===== config.mk =====
export PLATFORM = sky130hd
export DESIGN_NAME = line_overlay_pixel_shade
export DESIGN_NICKNAME = d
export VERILOG_FILES = /design/src/design/lops_pkg.sv /design/src/design/lops_regs.sv /design/src/design/lops_front.sv /design/src/design/lops_div_step.sv /design/src/design/line_overlay_pixel_shade.sv
export VERILOG_INCLUDE_DIRS = /design/src /design/src/design
export SDC_FILE = /design/constraint.sdc
export NUM_CORES = 2
export LEC_CHECK = 0
export ABC_AREA = 1
export BUFFER_PORTS_ARGS = -buffer_cell sky130_fd_sc_hd__buf_2
export CAP_MARGIN = 20
export CORE_MARGIN = 10
export CORE_UTILIZATION = 45
export DETAILED_ROUTE_END_ITERATION = 10
export PLACE_DENSITY_LB_ADDON = 0.15
export SYNTH_ARGS = -nofsm -noshare
export SYNTH_HDL_FRONTEND = slang
export SYNTH_HIERARCHICAL = 1
export SYNTH_SLANG_ARGS = --single-unit

===== constraint.sdc =====
create_clock -name clk -period 35.6 [get_ports clk]
set_input_delay 7.12 -clock clk [delete_from_list [all_inputs] [get_ports clk]]
set_output_delay 7.12 -clock clk [all_outputs]
set_load 0.05 [all_outputs]

===== src/design/line_overlay_pixel_shade_macros.svh =====
// assertion helpers used by lops_div_step
`ifndef LINE_OVERLAY_PIXEL_SHADE_MACROS_SVH
`define LINE_OVERLAY_PIXEL_SHADE_MACROS_SVH

// same-cycle implication, sampled on clk, quiet during reset
`define LOPS_ASSERT_IMPL(lbl, ante, cons, msg) \
    lbl: assert property (@(posedge clk) disable iff (!rst_n) (ante) |-> (cons)) \
        else $error(msg);

// next-cycle implication
`define LOPS_ASSERT_NEXT(lbl, ante, cons, msg) \
    lbl: assert property (@(posedge clk) disable iff (!rst_n) (ante) |=> (cons)) \
        else $error(msg);

`endif


===== src/design/lops_pkg.sv =====
package lops_pkg;

    localparam int LOPS_MAX_COLUMNS = 4096;
    localparam int LOPS_MAX_ROWS    = 4096;

    localparam int CFG_ADDR_W = 5;
    localparam int CFG_DATA_W = 32;

    typedef enum logic [2:0] {
        REG_LINE_CENTER     = 3'd0,
        REG_HALF_WIDTH      = 3'd1,
        REG_ROW_START       = 3'd2,
        REG_ROW_END         = 3'd3,
        REG_LINE_KIND       = 3'd4,
        REG_DARKEN_PERCENT  = 3'd5,
        REG_LIGHTEN_PERCENT = 3'd6,
        REG_FULL_SWING      = 3'd7
    } lops_reg_t;

    typedef enum logic [1:0] {
        KIND_DARK  = 2'd0,
        KIND_LIGHT = 2'd1,
        KIND_TINT  = 2'd2
    } lops_kind_t;

    localparam logic [7:0] LUMA_LO_LIMITED   = 8'd16;
    localparam logic [7:0] LUMA_HI_LIMITED   = 8'd235;
    localparam logic [7:0] CHROMA_HI_LIMITED = 8'd240;
    localparam logic [7:0] FULL_HI           = 8'd255;
    localparam logic [7:0] PERCENT_SCALE     = 8'd100;

    localparam logic signed [8:0] DARKEN_RESET  = 9'sd40;
    localparam logic signed [8:0] LIGHTEN_RESET = 9'sd40;

    typedef struct packed {
        logic signed [13:0] line_center;
        logic [7:0]         half_width;
        logic [11:0]        row_start;
        logic [12:0]        row_end;
        logic [1:0]         line_kind;
        logic signed [8:0]  darken_percent;
        logic signed [8:0]  lighten_percent;
        logic               full_swing;
    } lops_cfg_t;

    // item as it moves through the quotient stages
    typedef struct packed {
        logic [7:0]  luma;
        logic [7:0]  chroma;
        logic        shade;
        logic        tint;
        logic        below;
        logic        above;
        logic [7:0]  lo;
        logic [7:0]  hi;
        logic [14:0] den;
        logic [22:0] rem;
        logic [7:0]  quo;
    } lops_div_t;

endpackage


===== src/design/lops_regs.sv =====
module lops_regs (
    input  logic                               clk,
    input  logic                               rst_n,
    input  logic                               psel,
    input  logic                               penable,
    input  logic                               pwrite,
    input  logic [lops_pkg::CFG_ADDR_W-1:0]    paddr,
    input  logic [lops_pkg::CFG_DATA_W-1:0]    pwdata,
    output logic [lops_pkg::CFG_DATA_W-1:0]    prdata,
    output logic                               pready,
    output lops_pkg::lops_cfg_t                cfg
);
    import lops_pkg::*;

    lops_cfg_t cfg_reg;
    lops_cfg_t cfg_next;
    lops_reg_t idx;
    logic      wr_en;

    assign idx    = lops_reg_t'(paddr[CFG_ADDR_W-1:2]);
    assign pready = 1'b1;
    assign wr_en  = psel && penable && pwrite && pready;
    assign cfg    = cfg_reg;

    always_comb
    begin
        cfg_next = cfg_reg;
        if (wr_en)
        begin
            unique case (idx)
                REG_LINE_CENTER:     cfg_next.line_center     = $signed(pwdata[13:0]);
                REG_HALF_WIDTH:      cfg_next.half_width      = pwdata[7:0];
                REG_ROW_START:       cfg_next.row_start       = pwdata[11:0];
                REG_ROW_END:         cfg_next.row_end         = pwdata[12:0];
                REG_LINE_KIND:       cfg_next.line_kind       = pwdata[1:0];
                REG_DARKEN_PERCENT:  cfg_next.darken_percent  = $signed(pwdata[8:0]);
                REG_LIGHTEN_PERCENT: cfg_next.lighten_percent = $signed(pwdata[8:0]);
                REG_FULL_SWING:      cfg_next.full_swing      = pwdata[0];
                default:             cfg_next = cfg_reg;
            endcase
        end
    end

    always_comb
    begin
        unique case (idx)
            REG_LINE_CENTER:     prdata = CFG_DATA_W'(cfg_reg.line_center);
            REG_HALF_WIDTH:      prdata = CFG_DATA_W'(cfg_reg.half_width);
            REG_ROW_START:       prdata = CFG_DATA_W'(cfg_reg.row_start);
            REG_ROW_END:         prdata = CFG_DATA_W'(cfg_reg.row_end);
            REG_LINE_KIND:       prdata = CFG_DATA_W'(cfg_reg.line_kind);
            REG_DARKEN_PERCENT:  prdata = CFG_DATA_W'(cfg_reg.darken_percent);
            REG_LIGHTEN_PERCENT: prdata = CFG_DATA_W'(cfg_reg.lighten_percent);
            REG_FULL_SWING:      prdata = CFG_DATA_W'(cfg_reg.full_swing);
            default:             prdata = '0;
        endcase
    end

    always_ff @(posedge clk or negedge rst_n)
    begin
        if (!rst_n)
        begin
            cfg_reg.line_center     <= '0;
            cfg_reg.half_width      <= '0;
            cfg_reg.row_start       <= '0;
            cfg_reg.row_end         <= '0;
            cfg_reg.line_kind       <= '0;
            cfg_reg.darken_percent  <= DARKEN_RESET;
            cfg_reg.lighten_percent <= LIGHTEN_RESET;
            cfg_reg.full_swing      <= 1'b0;
        end
        else
        begin
            cfg_reg <= cfg_next;
        end
    end

endmodule


===== src/design/lops_front.sv =====
module lops_front (
    input  logic                 clk,
    input  logic                 rst_n,
    input  lops_pkg::lops_cfg_t  cfg,
    input  logic                 in_valid,
    output logic                 in_ready,
    input  logic [11:0]          column,
    input  logic [11:0]          row,
    input  logic [7:0]           luma_in,
    input  logic [7:0]           chroma_in,
    output logic                 out_valid,
    input  logic                 out_ready,
    output lops_pkg::lops_div_t  out_data
);
    import lops_pkg::*;

    typedef struct packed {
        logic [7:0]        luma;
        logic [7:0]        chroma;
        logic              shade;
        logic              tint;
        logic [7:0]        v;
        logic [7:0]        m;
        logic [7:0]        wn;
        logic signed [9:0] s;
        logic [7:0]        lo;
        logic [7:0]        hi;
        logic [14:0]       den;
    } s1_t;

    typedef struct packed {
        logic [7:0]        luma;
        logic [7:0]        chroma;
        logic              shade;
        logic              tint;
        logic [15:0]       p1;
        logic signed [9:0] s;
        logic [22:0]       vden;
        logic [22:0]       loden;
        logic [22:0]       hiden;
        logic [7:0]        lo;
        logic [7:0]        hi;
        logic [14:0]       den;
    } s2_t;

    typedef struct packed {
        logic [7:0]         luma;
        logic [7:0]         chroma;
        logic               shade;
        logic               tint;
        logic signed [26:0] t;
        logic [22:0]        vden;
        logic [22:0]        loden;
        logic [22:0]        hiden;
        logic [7:0]         lo;
        logic [7:0]         hi;
        logic [14:0]        den;
    } s3_t;

    logic v1_reg, v2_reg, v3_reg, v4_reg;
    logic r1, r2, r3, r4;
    s1_t       s1_reg, s1_next;
    s2_t       s2_reg, s2_next;
    s3_t       s3_reg, s3_next;
    lops_div_t s4_reg, s4_next;

    logic signed [14:0] off;
    logic signed [14:0] hw_s;
    logic [14:0]        off_abs;
    logic [7:0]         a8;
    logic               in_cols;
    logic               in_rows;
    logic               col_ok;
    logic               in_streak;
    lops_kind_t         kind;
    logic               kind_ok;
    logic signed [26:0] num;

    assign r4       = !v4_reg || out_ready;
    assign r3       = !v3_reg || r4;
    assign r2       = !v2_reg || r3;
    assign r1       = !v1_reg || r2;
    assign in_ready = r1;

    // stage 1: streak test, weight and operand selection
    assign off     = $signed({3'b000, column}) - $signed({cfg.line_center[13], cfg.line_center});
    assign hw_s    = $signed({7'b0000000, cfg.half_width});
    assign off_abs = off[14] ? 15'(-off) : 15'(off);
    assign a8      = off_abs[7:0];
    assign in_cols = (off >= -hw_s) && (off < hw_s);
    assign in_rows = ({1'b0, row} >= {1'b0, cfg.row_start}) && ({1'b0, row} < cfg.row_end)
                     && (int'(row) < LOPS_MAX_ROWS);
    assign col_ok  = (column != 12'd0) && (int'(column) < LOPS_MAX_COLUMNS);
    assign in_streak = (cfg.half_width != 8'd0) && in_cols && in_rows && col_ok;
    assign kind    = lops_kind_t'(cfg.line_kind);

    always_comb
    begin
        s1_next        = '0;
        s1_next.luma   = luma_in;
        s1_next.chroma = chroma_in;
        s1_next.wn     = cfg.half_width - a8;
        s1_next.den    = 15'(cfg.half_width) * 15'(PERCENT_SCALE);
        s1_next.lo     = cfg.full_swing ? 8'd0 : LUMA_LO_LIMITED;
        s1_next.hi     = cfg.full_swing ? FULL_HI : LUMA_HI_LIMITED;
        kind_ok        = 1'b1;
        unique case (kind)
            KIND_DARK:
            begin
                s1_next.v = luma_in;
                s1_next.m = luma_in;
                s1_next.s = -10'(cfg.darken_percent);
            end
            KIND_LIGHT:
            begin
                s1_next.v = luma_in;
                s1_next.m = FULL_HI - luma_in;
                s1_next.s = 10'(cfg.lighten_percent);
            end
            KIND_TINT:
            begin
                s1_next.tint = 1'b1;
                s1_next.v    = chroma_in;
                s1_next.m    = chroma_in;
                s1_next.s    = -10'(cfg.lighten_percent);
                s1_next.hi   = cfg.full_swing ? FULL_HI : CHROMA_HI_LIMITED;
            end
            default:
            begin
                kind_ok = 1'b0;
            end
        endcase
        s1_next.shade = in_streak && kind_ok;
    end

    // stage 2: weight product and scaled bounds
    always_comb
    begin
        s2_next.luma   = s1_reg.luma;
        s2_next.chroma = s1_reg.chroma;
        s2_next.shade  = s1_reg.shade;
        s2_next.tint   = s1_reg.tint;
        s2_next.p1     = 16'(s1_reg.m) * 16'(s1_reg.wn);
        s2_next.s      = s1_reg.s;
        s2_next.vden   = 23'(s1_reg.v) * 23'(s1_reg.den);
        s2_next.hiden  = 23'(s1_reg.hi) * 23'(s1_reg.den);
        s2_next.loden  = (s1_reg.lo != 8'd0) ? 23'({s1_reg.den, 4'b0000}) : 23'd0;
        s2_next.lo     = s1_reg.lo;
        s2_next.hi     = s1_reg.hi;
        s2_next.den    = s1_reg.den;
    end

    // stage 3: strength product
    always_comb
    begin
        s3_next.luma   = s2_reg.luma;
        s3_next.chroma = s2_reg.chroma;
        s3_next.shade  = s2_reg.shade;
        s3_next.tint   = s2_reg.tint;
        s3_next.t      = 27'($signed({1'b0, s2_reg.p1})) * 27'(s2_reg.s);
        s3_next.vden   = s2_reg.vden;
        s3_next.loden  = s2_reg.loden;
        s3_next.hiden  = s2_reg.hiden;
        s3_next.lo     = s2_reg.lo;
        s3_next.hi     = s2_reg.hi;
        s3_next.den    = s2_reg.den;
    end

    // stage 4: numerator and clamp decision
    assign num = $signed({4'b0000, s3_reg.vden}) + s3_reg.t;

    always_comb
    begin
        s4_next.luma   = s3_reg.luma;
        s4_next.chroma = s3_reg.chroma;
        s4_next.shade  = s3_reg.shade;
        s4_next.tint   = s3_reg.tint;
        s4_next.below  = num < $signed({4'b0000, s3_reg.loden});
        s4_next.above  = num > $signed({4'b0000, s3_reg.hiden});
        s4_next.lo     = s3_reg.lo;
        s4_next.hi     = s3_reg.hi;
        s4_next.den    = s3_reg.den;
        s4_next.rem    = num[22:0];
        s4_next.quo    = '0;
    end

    always_ff @(posedge clk or negedge rst_n)
    begin
        if (!rst_n)
        begin
            v1_reg <= 1'b0;
            v2_reg <= 1'b0;
            v3_reg <= 1'b0;
            v4_reg <= 1'b0;
        end
        else
        begin
            if (r1)
            begin
                v1_reg <= in_valid;
            end
            if (r2)
            begin
                v2_reg <= v1_reg;
            end
            if (r3)
            begin
                v3_reg <= v2_reg;
            end
            if (r4)
            begin
                v4_reg <= v3_reg;
            end
        end
    end

    always_ff @(posedge clk)
    begin
        if (r1)
        begin
            s1_reg <= s1_next;
        end
        if (r2)
        begin
            s2_reg <= s2_next;
        end
        if (r3)
        begin
            s3_reg <= s3_next;
        end
        if (r4)
        begin
            s4_reg <= s4_next;
        end
    end

    assign out_valid = v4_reg;
    assign out_data  = s4_reg;

endmodule


===== src/design/lops_div_step.sv =====
`include "line_overlay_pixel_shade_macros.svh"

module lops_div_step #(
    parameter int BIT = 0
) (
    input  logic                 clk,
    input  logic                 rst_n,
    input  logic                 in_valid,
    output logic                 in_ready,
    input  lops_pkg::lops_div_t  in_data,
    output logic                 out_valid,
    input  logic                 out_ready,
    output lops_pkg::lops_div_t  out_data
);
    import lops_pkg::*;

    logic       valid_reg;
    lops_div_t  data_reg;
    lops_div_t  data_next;
    logic [22:0] dshift;
    logic [22:0] dshift_out;
    logic [7:0]  low_mask;

    assign dshift   = {8'd0, in_data.den} << BIT;
    assign in_ready = !valid_reg || out_ready;

    // one restoring quotient bit
    always_comb
    begin
        data_next = in_data;
        if (in_data.rem >= dshift)
        begin
            data_next.rem      = in_data.rem - dshift;
            data_next.quo[BIT] = 1'b1;
        end
    end

    always_ff @(posedge clk or negedge rst_n)
    begin
        if (!rst_n)
        begin
            valid_reg <= 1'b0;
        end
        else if (in_ready)
        begin
            valid_reg <= in_valid;
        end
    end

    always_ff @(posedge clk)
    begin
        if (in_ready)
        begin
            data_reg <= data_next;
        end
    end

    assign out_valid = valid_reg;
    assign out_data  = data_reg;

    assign dshift_out = {8'd0, data_reg.den} << BIT;
    assign low_mask   = (8'd1 << BIT) - 8'd1;

    `LOPS_ASSERT_IMPL(a_rem_range,
        valid_reg && data_reg.shade && !data_reg.below && !data_reg.above,
        data_reg.rem < dshift_out, "remainder out of range after quotient step")
    `LOPS_ASSERT_IMPL(a_low_bits_clear, valid_reg,
        (data_reg.quo & low_mask) == 8'd0, "quotient bit set ahead of its stage")
    `LOPS_ASSERT_IMPL(a_clamp_exclusive, valid_reg,
        !(data_reg.below && data_reg.above), "both clamp flags set")

endmodule


===== src/design/line_overlay_pixel_shade.sv =====
// Vertical streak shader for packed 4:2:2 pixels. A pixel transfer taken on s_tdata
// passes to m_tdata through twelve register stages (four stages for the streak test,
// the weight and strength products and the clamp decision, then eight stages of a
// restoring divider that settles one quotient bit each); while the output is not
// stalled the sustained rate is one pixel per clock. Each stage holds its own valid
// bit, so bubbles close up while the output is stalled. Pixels outside the streak,
// or with line_kind 3, pass through unchanged. Registers sit on the APB port at byte
// addresses 0x00..0x1C in the order line_center, half_width, row_start, row_end,
// line_kind, darken_percent, lighten_percent, full_swing. The user must see that they
// are written only while no pixel is in flight; the block itself has no check for it.
module line_overlay_pixel_shade (
    input  logic                               clk,
    input  logic                               rst_n,
    input  logic                               psel,
    input  logic                               penable,
    input  logic                               pwrite,
    input  logic [lops_pkg::CFG_ADDR_W-1:0]    paddr,
    input  logic [lops_pkg::CFG_DATA_W-1:0]    pwdata,
    output logic [lops_pkg::CFG_DATA_W-1:0]    prdata,
    output logic                               pready,
    input  logic                               s_tvalid,
    output logic                               s_tready,
    input  logic [39:0]                        s_tdata,  // column, row, luma_in, chroma_in
    output logic                               m_tvalid,
    input  logic                               m_tready,
    output logic [15:0]                        m_tdata   // luma_out, chroma_out
);
    import lops_pkg::*;

    localparam int DIV_STEPS = 8;

    lops_cfg_t  cfg;
    logic       stg_valid [DIV_STEPS+1];
    logic       stg_ready [DIV_STEPS+1];
    lops_div_t  stg_data  [DIV_STEPS+1];
    lops_div_t  last;
    logic [7:0] res;

    lops_regs u_regs (
        .clk     (clk),
        .rst_n   (rst_n),
        .psel    (psel),
        .penable (penable),
        .pwrite  (pwrite),
        .paddr   (paddr),
        .pwdata  (pwdata),
        .prdata  (prdata),
        .pready  (pready),
        .cfg     (cfg)
    );

    lops_front u_front (
        .clk       (clk),
        .rst_n     (rst_n),
        .cfg       (cfg),
        .in_valid  (s_tvalid),
        .in_ready  (s_tready),
        .column    (s_tdata[11:0]),
        .row       (s_tdata[23:12]),
        .luma_in   (s_tdata[31:24]),
        .chroma_in (s_tdata[39:32]),
        .out_valid (stg_valid[0]),
        .out_ready (stg_ready[0]),
        .out_data  (stg_data[0])
    );

    for (genvar i = 0; i < DIV_STEPS; i++)
    begin : g_div
        lops_div_step #(
            .BIT (DIV_STEPS - 1 - i)
        ) u_step (
            .clk       (clk),
            .rst_n     (rst_n),
            .in_valid  (stg_valid[i]),
            .in_ready  (stg_ready[i]),
            .in_data   (stg_data[i]),
            .out_valid (stg_valid[i+1]),
            .out_ready (stg_ready[i+1]),
            .out_data  (stg_data[i+1])
        );
    end

    assign stg_ready[DIV_STEPS] = m_tready;
    assign m_tvalid             = stg_valid[DIV_STEPS];
    assign last                 = stg_data[DIV_STEPS];

    // clamp to the legal range, else the truncated quotient
    always_comb
    begin
        priority if (last.below)
        begin
            res = last.lo;
        end
        else if (last.above)
        begin
            res = last.hi;
        end
        else
        begin
            res = last.quo;
        end
    end

    assign m_tdata[7:0]  = (last.shade && !last.tint) ? res : last.luma;
    assign m_tdata[15:8] = (last.shade && last.tint) ? res : last.chroma;

endmodule


# After elaboration in Yosys (flattened, before gate mapping)
# Index checks and enable logic that the tools add are counted.
# totals
regBits,1082
input_bits,84
output_inout_bits,51
wordCells,271
# op_classes
add_sub_neg,15
n_mul,5
order_cmp,14
eq_ne,9
muxes,21
reduce_logical,49
# op_table
cell,count
$pmux 32 s8,1
$mux 23,6
$pmux 16 s3,1
$mul 8x13->21,2
$mux 8,5
$pmux 10 s3,1
$add 24x27->27,1
$gt 27x24->1,1
$lt 27x24->1,1
$mul 17x10->27,1
$mux 24,1
$ge 23x15->1,1
$ge 23x16->1,1
$ge 23x17->1,1
$ge 23x18->1,1
$ge 23x19->1,1
$ge 23x20->1,1
$ge 23x21->1,1
$ge 23x22->1,1
$sub 23x16->23,1
$sub 23x17->23,1
$sub 23x18->23,1
$sub 23x19->23,1
$sub 23x20->23,1
31 further kinds,79

# Logic depth before layout (Yosys ltp)
# depth
ltp_word,13
ltp_mapped,23
depth_no_buf,23

# Hierarchy
# Netlist, hierarchy kept.
# modules_own_cells
module,instances,cells_per_inst,area_per_inst_um2,seq_area_each_um2
lops_front,1,3360,31531.5,10970.5
lops_div_step at g_div[7].u_step,1,442,4200.3,2487.4
lops_div_step at g_div[6].u_step,1,439,4157.7,2487.4
lops_div_step at g_div[5].u_step,1,416,4092.7,2487.4
lops_div_step at g_div[3].u_step,1,393,4078.9,2487.4
lops_div_step at g_div[4].u_step,1,383,4002.6,2487.4
lops_div_step at g_div[2].u_step,1,388,3946.3,2487.4
lops_div_step at g_div[1].u_step,1,382,3931.3,2487.4
lops_div_step at g_div[0].u_step,1,360,3848.7,2487.4
lops_regs,1,413,3510.9,1706.6
line_overlay_pixel_shade,1,89,402.9,0.0

# Worst setup path before layout
# Ideal clock, no wire load.
# synth_path
kind,in2out
from,input port m_tready
to,output port s_tready
arrival_time_ps,28616
required_ps,28480
setup_slack_ps,-136
cell_stages,22
path_buffers,0
path_cell_list,inv_1 nand2_1 inv_1 nand2_1 inv_1 nand2_1 inv_1 nand2_1 inv_1 nand2_1 inv_1 nand2_1 inv_1 nand2_1 inv_1 nand2_1 nor2_1 inv_1 nor2_1 inv_1 nor2_1 nand2_1
# synth_lines
item,line_no,source
"start, declared",line_overlay_pixel_shade.sv:25,"input logic m_tready,"
"end, declared",line_overlay_pixel_shade.sv:22,"output logic s_tready,"

==> flow_results.org <==
** Timing
- Setup violations remaining at the end of the flow were counted as 0.
- At the pin with the least slew margin, the transition time is around 0.98 ns.
- The count of endpoints failing hold in the final timing report came to 0.
- Slew Viols, Final :: 0
- In the final timing run, aggregate negative setup slack is 0 ns.
- Part of the cycle the worst path needs :: 0.534
- Setup repair after global routing left no endpoint under its margin.
- Once routing completed, OpenROAD measured the worst setup slack at about 17 ns.
- For the final database, setup skew stands at between 0.04 and 0.05 ns.
- Minimum clock period after layout :: about 19 ns
- Fmax :: 52.6 MHz
- Worst-case headroom to the max-slew limit :: 0.344

** Global route
- First-pass GRT wire length :: between 200000 and 250000 µm
- Vias in the first global route :: 42900
- Entering global routing, the biggest net connects 84 pins.
- In the global route stage, overall resource usage came out at 0.186.
- Antenna violations before repair :: 9
- Remaining Overflow, GRT :: 0

** Cells and area
- Leaving out fill and tap cells, the most frequent cell in the layout is sky130_fd_sc_hd__nand2_1.
- The register with the most flip-flops in the layout has 618 of them.
- Filler-free cell count of the finished design :: between 8000 and 9000
- In the final layout, the share of cells above drive strength 1 is 0.0787.
- Combined area of the multi-input logic cells :: around 0.028 mm²
- Commonest non-fill, non-tap cells in the layout :: sky130_fd_sc_hd__nand2_1, sky130_fd_sc_hd__inv_1, sky130_fd_sc_hd__edfxtp_1
- Reg area :: ~0.031 mm²
- # nets final :: around 7700
- Total non-filler cell area in the finished layout :: between 0.07 and 0.08 mm²
- Area added between synthesis and finish :: 8.97%
- Fill cell count :: 13300

** Clock tree
- The tree is rooted in a sky130_fd_sc_hd__clkbuf_16.
- The clock drives 1060 sinks.
- Clock transition at the registers of the reported paths :: ~0.06 ns
- At the later pin of the worst-skew pair, clock insertion delay measures 0.72 ns.
- Counting along the longest clock path gives a buffer depth of 3.
- Post-CTS repair changed the size of 0 cells.
- In this run, post-CTS hold repair placed 0 buffers.
- Clock tree synthesis inserted a total of about 110 buffers.
- The H-tree was split into 3 levels.
- Buffers added to address setup during post-CTS repair amount to 0.
- TritonCTS built the clock tree.

** Synth
- Mapped Avg Cell Area :: 9.65 µm²
- Post-synth design cell area :: 0.0655 mm²
- Total of warnings raised by yosys :: 6
- Mapped Cells :: ~6800

** Drt
- DR pass1 iterations :: 6
- In this run, the number of DRC markers left after iteration 0 of detailed routing was 2754.
- The detail route stage leaves a number of antenna-violating nets equal to 0.
- Drt drc :: 0
- Total wire length :: 152000 µm
- After detailed routing, the average wire length per cell comes to about 17 µm.
- Dividing the detail-routed via count by the number of cells gives approximately 5.
- Across all layers, the routed design uses 43400 vias.

** Worst setup path
- In this run the register-to-register setup slack is 29.09 ns.
- Arrival time reported for the critical path endpoint :: ~12 ns
- STA classifies the critical path endpoint as a primary output.
- Reg-to-reg critical path startpoint :: g_div[7].u_step/out_valid$_DFFE_PN0P_
- Startpoint types :: primary input
- Critical path required time :: 28.48 ns
- By startpoint and endpoint, the worst setup path is classified as primary input to primary output.
- The endpoint identified for the worst register-to-register timing path is u_front/s2_reg[122]$_DFFE_PP_.
- The worst register-to-register path has a depth of 23.
- Tracing the worst setup path back leads to its startpoint at m_tready.
- Along the worst path, the maximum fanout reaches 62.

** Die
- The initial utilization of the core area, before any placement, comes to 0.454.
- Core outline area :: about 0.14 mm²
- Site row count :: roughly 140
- Horizontal die dimension :: 401 µm
- The floorplan step defined a die boundary enclosing 0.161 mm².
- Height of the die :: approximately 400 µm
- Pin placement for this block handled ~140 I/O pins.

** Placement
- Input and output buffers added on the ports amount to 113.
- RePlAce Congestion :: a little over 0.9
- Number of placed cells counting well taps :: between 8000 and 9000
- Timing analysis after detailed placement gives a worst setup slack of around 16 ns.
- HPWL after detailed placement :: 119000 µm
- Instance area at placement :: a little under 0.07 mm²

** Run status
- Outcome :: finished, final reports clean

** Min path
- In this run the most critical hold path is launched from g_div[4].u_step/out_data[0]$_DFFE_PP_.
- In this run the worst hold path is classified as flop to flop.
- For hold timing, the worst endpoint is g_div[5].u_step/out_data[0]$_DFFE_PP_.
- Worst hold path stage count :: 0

** Run
- Max-cap violations in this run came to 0.
-- final cells by class --
type                            count  area share
Inverter                         1369      0.0722
Timing Repair Buffer              130      0.0102
Multi-Input combinational cell   4213       0.393
Antenna cell                        1   0.0000351
Tap cell                         1903      0.0334
Clock buffer                      140      0.0408
Clock inverter                     63     0.00998
Sequential cell                  1060       0.440
-- critical path, cell delays in order --
cell and delay, ns:
sky130_fd_sc_hd__buf_2 0.07, sky130_fd_sc_hd__inv_1 0.04, sky130_fd_sc_hd__nand2_2 0.15, sky130_fd_sc_hd__inv_1 0.10
sky130_fd_sc_hd__nand2_4 0.06, sky130_fd_sc_hd__inv_1 0.06, sky130_fd_sc_hd__nand2_4 0.13, sky130_fd_sc_hd__inv_1 0.09
sky130_fd_sc_hd__nand2_4 0.23, sky130_fd_sc_hd__inv_1 0.12, sky130_fd_sc_hd__nand2_4 0.30, sky130_fd_sc_hd__inv_1 0.13
sky130_fd_sc_hd__nand2_4 0.30, sky130_fd_sc_hd__inv_1 0.13, sky130_fd_sc_hd__nand2_4 0.34, sky130_fd_sc_hd__inv_1 0.13
sky130_fd_sc_hd__nand2_4 0.31, sky130_fd_sc_hd__nor2_1 0.11, sky130_fd_sc_hd__inv_2 0.05, sky130_fd_sc_hd__buf_4 0.58
sky130_fd_sc_hd__nor2_1 0.16, sky130_fd_sc_hd__inv_4 0.49, sky130_fd_sc_hd__nor2_1 0.23, sky130_fd_sc_hd__nand2_4 0.13
sky130_fd_sc_hd__buf_2 0.27
-- routing by layer --
| metal | vias to the layer above | wire length [µm] | global-route usage |
|---|---|---|---|
| met4 | 6 | 5070 | 0.0598 |
| li1 | 21800 | - | - |
| met2 | 840 | 74200 | 0.323 |
| met5 | - | 40 | 0 |
| met1 | 20600 | 66700 | 0.239 |
| met3 | 254 | 5870 | 0.0253 |
-- worst max path at each step --
stage / to / depth (start not counted) / slack [ns]
4_1_cts: s_tready / 25 / 15.56
2_1_floorplan: s_tready / 22 / 0.72
6_report: s_tready / 25 / 16.60
3_3_place_gp: s_tready / 25 / 15.61
3_5_place_dp: s_tready / 25 / 15.56
5_1_grt: s_tready / 25 / 15.97
-- metrics by stage --
step / hold slack (ns) / util
floorplan: 0.400 / -
global placement: 0.400 / 0.469
detailed placement: 0.405 / 0.469
CTS: 0.403 / 0.495
global route: 0.418 / 0.495
finish: 0.404 / 0.495
Power is not shown: default switching activity piles up to over one toggle a cycle in this logic, so the estimate is an artifact.
